==> src/rtl/kle_pkg.sv <==
`timescale 1ns / 1ps
`default_nettype none
// ----------------------------------------------------------------------------
// Keystroke line editor package
// Shared constants, key codes, types and the key classifier used by the
// line store cells and the controller.
// ----------------------------------------------------------------------------
package kle_pkg;

  // Number of character cells in the line store.
  localparam int LINE_CAPACITY = 64;
  // Character width and the width of a position from 0 to LINE_CAPACITY.
  localparam int CHAR_W = 8;
  localparam int POS_W  = $clog2(LINE_CAPACITY + 1);

  // Key codes.
  localparam logic [CHAR_W-1:0] KEY_UP_A    = 8'h41;  // 'A'
  localparam logic [CHAR_W-1:0] KEY_UP_Z    = 8'h5A;  // 'Z'
  localparam logic [CHAR_W-1:0] KEY_LO_A    = 8'h61;  // 'a'
  localparam logic [CHAR_W-1:0] KEY_LO_Z    = 8'h7A;  // 'z'
  localparam logic [CHAR_W-1:0] KEY_DIG_0   = 8'h30;  // '0'
  localparam logic [CHAR_W-1:0] KEY_DIG_9   = 8'h39;  // '9'
  localparam logic [CHAR_W-1:0] KEY_RIGHT   = 8'h3E;  // '>'
  localparam logic [CHAR_W-1:0] KEY_LEFT    = 8'h3C;  // '<'
  localparam logic [CHAR_W-1:0] KEY_HOME    = 8'h5B;  // '['
  localparam logic [CHAR_W-1:0] KEY_END     = 8'h5D;  // ']'

  // Controller states.
  typedef enum logic {
    ST_IDLE,
    ST_DRAIN
  } kle_state_t;

  // Control broadcast from the controller to every cell.
  typedef struct packed {
    logic             insert;  // write the key at the cursor, shift the tail right
    logic             shift;   // move every cell one place towards the head
    logic [POS_W-1:0] cursor;  // current insertion point
  } cell_ctrl_t;

  // True for letters and digits.
  function automatic logic is_alnum(input logic [CHAR_W-1:0] k);
    return ((k >= KEY_UP_A) && (k <= KEY_UP_Z)) ||
           ((k >= KEY_LO_A) && (k <= KEY_LO_Z)) ||
           ((k >= KEY_DIG_0) && (k <= KEY_DIG_9));
  endfunction

endpackage
`default_nettype wire

==> src/rtl/keystroke_line_editor_top.sv <==
`timescale 1ns / 1ps
`default_nettype none
// ----------------------------------------------------------------------------
// Keystroke line editor
// Rebuilds a line from a keystroke log in a row of character cells with a
// cursor, and emits the line one character per item on a flush.
//
//   Channel   Direction  Handshake           Payload
//   in_       input      in_valid/in_stall   key_code[7:0], flush
//   out_      output     out_valid/out_stall char[7:0], has_char, overflowed, last
//
// Inserts shift the cells beyond the cursor in the same cycle as the key is taken.
// A flush of n characters drains the row at one item per cycle while the
// output does not stall, and holds the input until the drain ends. An empty
// line loads its single item as the flush is taken and holds nothing.
// Synchronous active-low reset clears the count, cursor, flag and output valid.
// Keys are accepted while idle, also while an output item waits; a flush
// waits for a free output register.
// ----------------------------------------------------------------------------
module keystroke_line_editor_top
  import kle_pkg::*;
(
  input  wire logic              clk,
  input  wire logic              rst_n,
  input  wire logic              in_valid,
  output logic                   in_stall,
  input  wire logic [CHAR_W-1:0] in_key_code,
  input  wire logic              in_flush,
  output logic                   out_valid,
  input  wire logic              out_stall,
  output logic      [CHAR_W-1:0] out_char,
  output logic                   out_has_char,
  output logic                   out_overflowed,
  output logic                   out_last
);

  cell_ctrl_t        ctrl;
  logic [CHAR_W-1:0] cell_q [LINE_CAPACITY];

  // Controller.
  kle_ctrl u_ctrl (
    .clk            (clk),
    .rst_n          (rst_n),
    .in_valid       (in_valid),
    .in_stall       (in_stall),
    .in_key_code    (in_key_code),
    .in_flush       (in_flush),
    .head_data      (cell_q[0]),
    .ctrl           (ctrl),
    .out_valid      (out_valid),
    .out_stall      (out_stall),
    .out_char       (out_char),
    .out_has_char   (out_has_char),
    .out_overflowed (out_overflowed),
    .out_last       (out_last)
  );

  // Row of character cells, each linked to both neighbours.
  for (genvar i = 0; i < LINE_CAPACITY; i++) begin : g_cell
    logic [CHAR_W-1:0] left_d;
    logic [CHAR_W-1:0] right_d;

    if (i == 0) begin : g_head
      assign left_d = '0;
    end else begin : g_body_l
      assign left_d = cell_q[i-1];
    end

    if (i == LINE_CAPACITY - 1) begin : g_tail
      assign right_d = '0;
    end else begin : g_body_r
      assign right_d = cell_q[i+1];
    end

    kle_cell u_cell (
      .clk        (clk),
      .ctrl       (ctrl),
      .cell_idx   (POS_W'(i)),
      .key        (in_key_code),
      .left_data  (left_d),
      .right_data (right_d),
      .data       (cell_q[i])
    );
  end

endmodule
`default_nettype wire

==> src/rtl/kle_cell.sv <==
`timescale 1ns / 1ps
`default_nettype none
// ----------------------------------------------------------------------------
// Keystroke line editor cell
// One character of the line store. On an insert it takes the key when it sits
// at the cursor, or its left neighbour's character when it sits beyond it; on
// a drain step it takes its right neighbour's character.
// ----------------------------------------------------------------------------
module kle_cell
  import kle_pkg::*;
(
  input  wire logic              clk,
  input  wire cell_ctrl_t        ctrl,
  input  wire logic [POS_W-1:0]  cell_idx,
  input  wire logic [CHAR_W-1:0] key,
  input  wire logic [CHAR_W-1:0] left_data,
  input  wire logic [CHAR_W-1:0] right_data,
  output logic      [CHAR_W-1:0] data
);

  logic [CHAR_W-1:0] data_r;
  logic [CHAR_W-1:0] data_nxt;

  // Select the next character for this place.
  always_comb begin
    data_nxt = data_r;
    if (ctrl.shift) begin
      data_nxt = right_data;
    end else if (ctrl.insert) begin
      if (cell_idx == ctrl.cursor) begin
        data_nxt = key;
      end else if (cell_idx > ctrl.cursor) begin
        data_nxt = left_data;
      end
    end
  end

  // Character register; its contents are only read below the fill count.
  always_ff @(posedge clk) begin
    data_r <= data_nxt;
  end

  assign data = data_r;

endmodule
`default_nettype wire

==> src/rtl/kle_ctrl.sv <==
`timescale 1ns / 1ps
`default_nettype none
// ----------------------------------------------------------------------------
// Keystroke line editor controller
// Keeps the fill count, cursor and overflow flag, decodes keys into cell
// controls, and drains the line through the output register on a flush.
// ----------------------------------------------------------------------------
module kle_ctrl
  import kle_pkg::*;
(
  input  wire logic              clk,
  input  wire logic              rst_n,
  input  wire logic              in_valid,
  output logic                   in_stall,
  input  wire logic [CHAR_W-1:0] in_key_code,
  input  wire logic              in_flush,
  input  wire logic [CHAR_W-1:0] head_data,
  output cell_ctrl_t             ctrl,
  output logic                   out_valid,
  input  wire logic              out_stall,
  output logic      [CHAR_W-1:0] out_char,
  output logic                   out_has_char,
  output logic                   out_overflowed,
  output logic                   out_last
);

  kle_state_t        state_r, state_nxt;
  logic [POS_W-1:0]  count_r, count_nxt;
  logic [POS_W-1:0]  cursor_r, cursor_nxt;
  logic              flag_r, flag_nxt;
  logic              out_valid_r;
  logic [CHAR_W-1:0] out_char_r, out_char_nxt;
  logic              out_has_char_r, out_has_char_nxt;
  logic              out_overflowed_r, out_overflowed_nxt;
  logic              out_last_r, out_last_nxt;

  logic accept;
  logic out_free;
  logic is_empty;
  logic empty_flush;
  logic do_insert;
  logic do_shift;
  logic load_out;

  // Handshake: keys pass while idle, a flush also waits for a free output register.
  assign out_free    = !out_valid_r || !out_stall;
  assign in_stall    = (state_r != ST_IDLE) || (in_flush && !out_free);
  assign accept      = in_valid && !in_stall;
  assign is_empty    = (count_r == '0);
  assign empty_flush = accept && in_flush && is_empty;

  // Next state.
  always_comb begin
    state_nxt = state_r;
    case (state_r)
      ST_IDLE: begin
        if (accept && in_flush && !is_empty) begin
          state_nxt = ST_DRAIN;
        end
      end
      ST_DRAIN: begin
        if (out_free && (count_r == POS_W'(1))) begin
          state_nxt = ST_IDLE;
        end
      end
      default: state_nxt = ST_IDLE;
    endcase
  end

  // Cell controls and output loading.
  always_comb begin
    do_insert = accept && !in_flush && is_alnum(in_key_code) &&
                (count_r < POS_W'(LINE_CAPACITY));
    do_shift  = (state_r == ST_DRAIN) && out_free;
    load_out  = do_shift || empty_flush;
    ctrl.insert = do_insert;
    ctrl.shift  = do_shift;
    ctrl.cursor = cursor_r;
  end

  // Count, cursor and overflow flag.
  always_comb begin
    count_nxt  = count_r;
    cursor_nxt = cursor_r;
    flag_nxt   = flag_r;
    if (do_shift) begin
      count_nxt = count_r - POS_W'(1);
      if (count_r == POS_W'(1)) begin
        flag_nxt = 1'b0;
      end
    end else if (empty_flush) begin
      flag_nxt = 1'b0;
    end else if (accept && in_flush) begin
      cursor_nxt = '0;
    end else if (accept) begin
      if (is_alnum(in_key_code)) begin
        if (do_insert) begin
          count_nxt  = count_r + POS_W'(1);
          cursor_nxt = cursor_r + POS_W'(1);
        end else begin
          flag_nxt = 1'b1;
        end
      end else if (in_key_code == KEY_LEFT) begin
        if (cursor_r != '0) begin
          cursor_nxt = cursor_r - POS_W'(1);
        end
      end else if (in_key_code == KEY_RIGHT) begin
        if (cursor_r < count_r) begin
          cursor_nxt = cursor_r + POS_W'(1);
        end
      end else if (in_key_code == KEY_HOME) begin
        cursor_nxt = '0;
      end else if (in_key_code == KEY_END) begin
        cursor_nxt = count_r;
      end
    end
  end

  // Output item contents.
  always_comb begin
    out_char_nxt       = empty_flush ? '0 : head_data;
    out_has_char_nxt   = !empty_flush;
    out_overflowed_nxt = flag_r;
    out_last_nxt       = empty_flush || (count_r == POS_W'(1));
  end

  // Control registers.
  always_ff @(posedge clk) begin
    if (!rst_n) begin
      state_r     <= ST_IDLE;
      count_r     <= '0;
      cursor_r    <= '0;
      flag_r      <= 1'b0;
      out_valid_r <= 1'b0;
    end else begin
      state_r  <= state_nxt;
      count_r  <= count_nxt;
      cursor_r <= cursor_nxt;
      flag_r   <= flag_nxt;
      if (out_free) begin
        out_valid_r <= load_out;
      end
    end
  end

  // Output payload register.
  always_ff @(posedge clk) begin
    if (load_out) begin
      out_char_r       <= out_char_nxt;
      out_has_char_r   <= out_has_char_nxt;
      out_overflowed_r <= out_overflowed_nxt;
      out_last_r       <= out_last_nxt;
    end
  end

  assign out_valid      = out_valid_r;
  assign out_char       = out_char_r;
  assign out_has_char   = out_has_char_r;
  assign out_overflowed = out_overflowed_r;
  assign out_last       = out_last_r;

endmodule
`default_nettype wire

==> config.mk <==
export PLATFORM = sky130hd
export DESIGN_NAME = keystroke_line_editor_top
export DESIGN_NICKNAME = d
export VERILOG_FILES = /design/src/rtl/kle_pkg.sv /design/src/rtl/keystroke_line_editor_top.sv /design/src/rtl/kle_cell.sv /design/src/rtl/kle_ctrl.sv
export SDC_FILE = /design/constraint.sdc
export NUM_CORES = 1
export LEC_CHECK = 0
export BUFFER_PORTS_ARGS = -buffer_cell sky130_fd_sc_hd__buf_2
export CAP_MARGIN = 20
export CELL_PAD_IN_SITES_DETAIL_PLACEMENT = 1
export CELL_PAD_IN_SITES_GLOBAL_PLACEMENT = 1
export CORE_MARGIN = 5
export CORE_UTILIZATION = 25
export CTS_CLUSTER_SIZE = 40
export DETAILED_ROUTE_END_ITERATION = 8
export GPL_TIMING_DRIVEN = 1
export PLACE_DENSITY_LB_ADDON = 0.3
export SYNTH_ARGS = -nofsm -noshare
export SYNTH_HDL_FRONTEND = slang
export SYNTH_SLANG_ARGS = --single-unit
==> constraint.sdc <==
create_clock -name clk -period 3.8 [get_ports clk]
set_clock_uncertainty 0.2 [all_clocks]
set_input_delay 0.19 -clock clk [delete_from_list [all_inputs] [get_ports clk]]
set_output_delay 0.19 -clock clk [all_outputs]
set_load 0.05 [all_outputs]
==> flow_summary.json <==
{
  "synth_top_area_frac": 0.530,
  "htreeDepth": 2,
  "vias": 20700,
  "p_leak_nw": 10.6,
  "wl_per_cell_um": 20.6,
  "drtAntennaViolNets": 0,
  "fin_nets": 2771,
  "async_flop_share": 0,
  "first_global_vias": 21700,
  "place_congestion": 0.812,
  "core_area_sq_um": 116000,
  "port_buffers": 25,
  "worstMarginPinSlew_ns": 1.04,
  "crit_path_start_kind": "register",
  "yosys.area_share.adder": 0.00686,
  "cp.required_ns": 3.93,
  "io_pins": 26,
  "cp.arrival_ns": 3.45,
  "dpl.hpwl_um": 60700,
  "routed.top_layer": "met4",
  "drt_iter0_drc": 1547,
  "synth-compound-area-share": 0.116,
  "synth_xor_area_frac": 0.00390,
  "intPower_mw": 13.3,
  "seq_area_frac_synth": 0.547,
  "hold_viol": 0,
  "drc": 0,
  "ys.flop_type": "edfxtp_1",
  "p_per_area_nw_per_um2": 588,
  "dr_wl_met2_um": 40500,
  "antenna_found_initial": 0,
  "clock-sinks": 540,
  "whs_ns": 0.0691,
  "met1_length_um": 43600,
  "drv_slew": 0,
  "p_sw_frac": 0.318,
  "die_height_um": 352,
  "chipWidth_um": 352,
  "start_util": 0.252,
  "timing.setup.tns_ns": 0,
  "first_pass_iters": 5,
  "maxSlewHeadroom": 0.305,
  "cts_tree": "built",
  "die_area_sq_um": 124000,
  "netlist_area_sq_um": 29200,
  "p_comb_frac": 0.229,
  "critPathMaxFanout": 11,
  "period_minus_slack_ns": 3.31,
  "cts_buffers": 61,
  "fill_cells": 13000,
  "ir_drop_mv": 0.345,
  "synthCells": 2750,
  "grt_util_all_layers": 0.140,
  "yosys_warnings": 0,
  "placementRows": 125,
  "endpoint_kind": "register",
  "period_share": 0.872,
  "maxCapViolCount": 0,
  "synth_top_family_by_area": "multiplexers",
  "power.switching_mw": 6.23,
  "fmax_mhz": 302,
  "synthSimpleGateAreaFrac": 0.122,
  "synth_nets": 2779,
  "synth_top_cell_by_area": "edfxtp_1",
  "muxShareOfSynthArea": 0.173,
  "clockRootBuffer": "clkbuf_16",
  "drive_above_1_share": 0.104,
  "grt_remaining_overflow": 0,
  "wl_um": 88800,
  "avgSynthCellArea_sq_um": 10.6,
  "grt_first_pass_wirelength_um": 135000,
  "clockBufferDepth": 3,
  "grt_max_degree": 224,
  "clkTransAtPathRegs_ns": 0.06,
  "route.met3.wl_um": 2920,
  "grt_setup_unrepaired": "no",
  "report.final.setup_viol": 0,
  "path_class": "reg -> reg",
  "synth_edf_count": 515,
  "synth_cell_types": 62,
  "ctsResizeCount": 0,
  "min_path_type": "in -> reg",
  "ys_ff_latch": 540,
  "area_delta_synth_final_pct": 14.1,
  "synth_area_leaders": "edfxtp_1 (53%), mux2i_1 (17%), o21ai_0 (8.5%)",
  "insertion_delay_ns": 0.63,
  "status": "finished clean",
  "via_per_inst": 4.81,
  "power_frac_seq": 0.470,
  "p_clk_frac": 0.301,
  "antenna_cells": 0
}
-- cells in the final DEF (no fill, tap or decap), drive strengths merged, types with 15 or more instances in the layout --
master	n
nand2	602
o21ai	539
edfxtp	515
mux2i	505
buf	135
nor2	101
clkbuf	71
a21oi	55
clkinv	34
dfxtp	25
nand3	20
inv	19
ha	16
and2	15
nor3	15
-- cell type report --
type                            instances  area, sq um  area share
Clock buffer                           71         1560      0.0470
Clock inverter                         41          353      0.0106
Inverter                               20         75.1     0.00225
Multi-Input combinational cell       1979        12400       0.371
Sequential cell                       540        16000       0.479
Tap cell                             1524         1910      0.0573
Timing Repair Buffer                  140         1080      0.0325
-- Yosys cell counts (11+ instances only) --
library cell  number
edfxtp_1         515
ha_1              16
and2_1            14
nand2_1          596
o21ai_0          494
nor2_2            21
xnor2_1           11
nor2_4            19
nor2_1            61
nand3_1           18
dfxtp_1           25
inv_1             18
clkbuf_1         175
o21ai_1           45
a21oi_1           55
mux2i_1          505
buf_2             25
-- state kept, by name, indices dropped and copies added, names as in the netlist --
signal and flops:
u_ctrl.out_overflowed 1, u_ctrl.out_valid 1, u_ctrl.out_has_char 1, u_ctrl.out_char 8, u_ctrl.cursor_r 7, g_cell.u_cell.data 512
u_ctrl.out_last 1, u_ctrl.flag_r 1, u_ctrl.state_r 1, u_ctrl.count_r 7
-- worst max-delay path: stages, from the launching register on --
cell	delay (ns)
dfxtp_1	0.66
nand2b_2	0.24
or3_1	0.47
nor2_1	0.39
nand2_1	0.53
a31oi_1	0.30
buf_4	0.22
-- stage by stage --
stage	power, mW	cell area (sq um)	worst slack [ns]	cells	utilization
4_1_cts	19.8	33300	0.601	4315	0.287
3_3_place_gp	13.7	31300	0.575	4197	0.270
3_5_place_dp	13.8	31300	0.632	4198	0.270
5_1_grt	20.7	33300	0.403	4315	0.287
6_report	19.6	33300	0.486	4315	0.287
2_1_floorplan	12.1	29200	0.747	2750	-
-- worst paths after layout --
kind	endpoint	slack, ns	from	cells after the start
setup reg to reg	g_cell[32].u_cell.data[1]$_DFFE_PP_	0.49	u_ctrl.cursor_r[5]$_SDFFE_PN0P_	6
hold reg to reg	u_ctrl.out_overflowed$_DFFE_PN_	0.24	u_ctrl.flag_r$_SDFFE_PN0P_	0
setup / recovery	g_cell[32].u_cell.data[1]$_DFFE_PP_	0.49	u_ctrl.cursor_r[5]$_SDFFE_PN0P_	6
hold / removal	g_cell[0].u_cell.data[2]$_DFFE_PP_	0.07	in_key_code[2]	4
-- kinds of logic after synthesis --
| family | count (synthesis) |
|---|---|
| AO/OA/AOI/OAI | 642 |
| XOR/XNOR | 13 |
| adder cells (fa/ha/maj) | 16 |
| buffers and inverters | 231 |
| flip-flops | 540 |
| multiplexers | 505 |
| AND/OR/NAND/NOR | 803 |
-- routing by layer --
layer  GRT usage  vias to the layer above
li1            -                     9921
met1       0.198                    10400
met2       0.229                      320
met3      0.0169                      113
met4      0.0332                        0
met5           0                        -
-- power groups by stage --
stage	registers, mW	logic [mW]	clock network, mW
floorplan	9.15	2.95	0
global placement	9.30	4.42	0
detailed placement	9.32	4.52	0
CTS	9.20	4.54	6.08
global route	9.31	5.06	6.35
finish	9.19	4.48	5.90
-- repair_timing --
action | CTS | global route
buffers inserted | 0 | 0
endpoints found under the hold margin | 44 | 0
endpoints found under the setup margin | 0 | 0
hold buffers | 5 | 0
(Power assumes the default switching activity.)
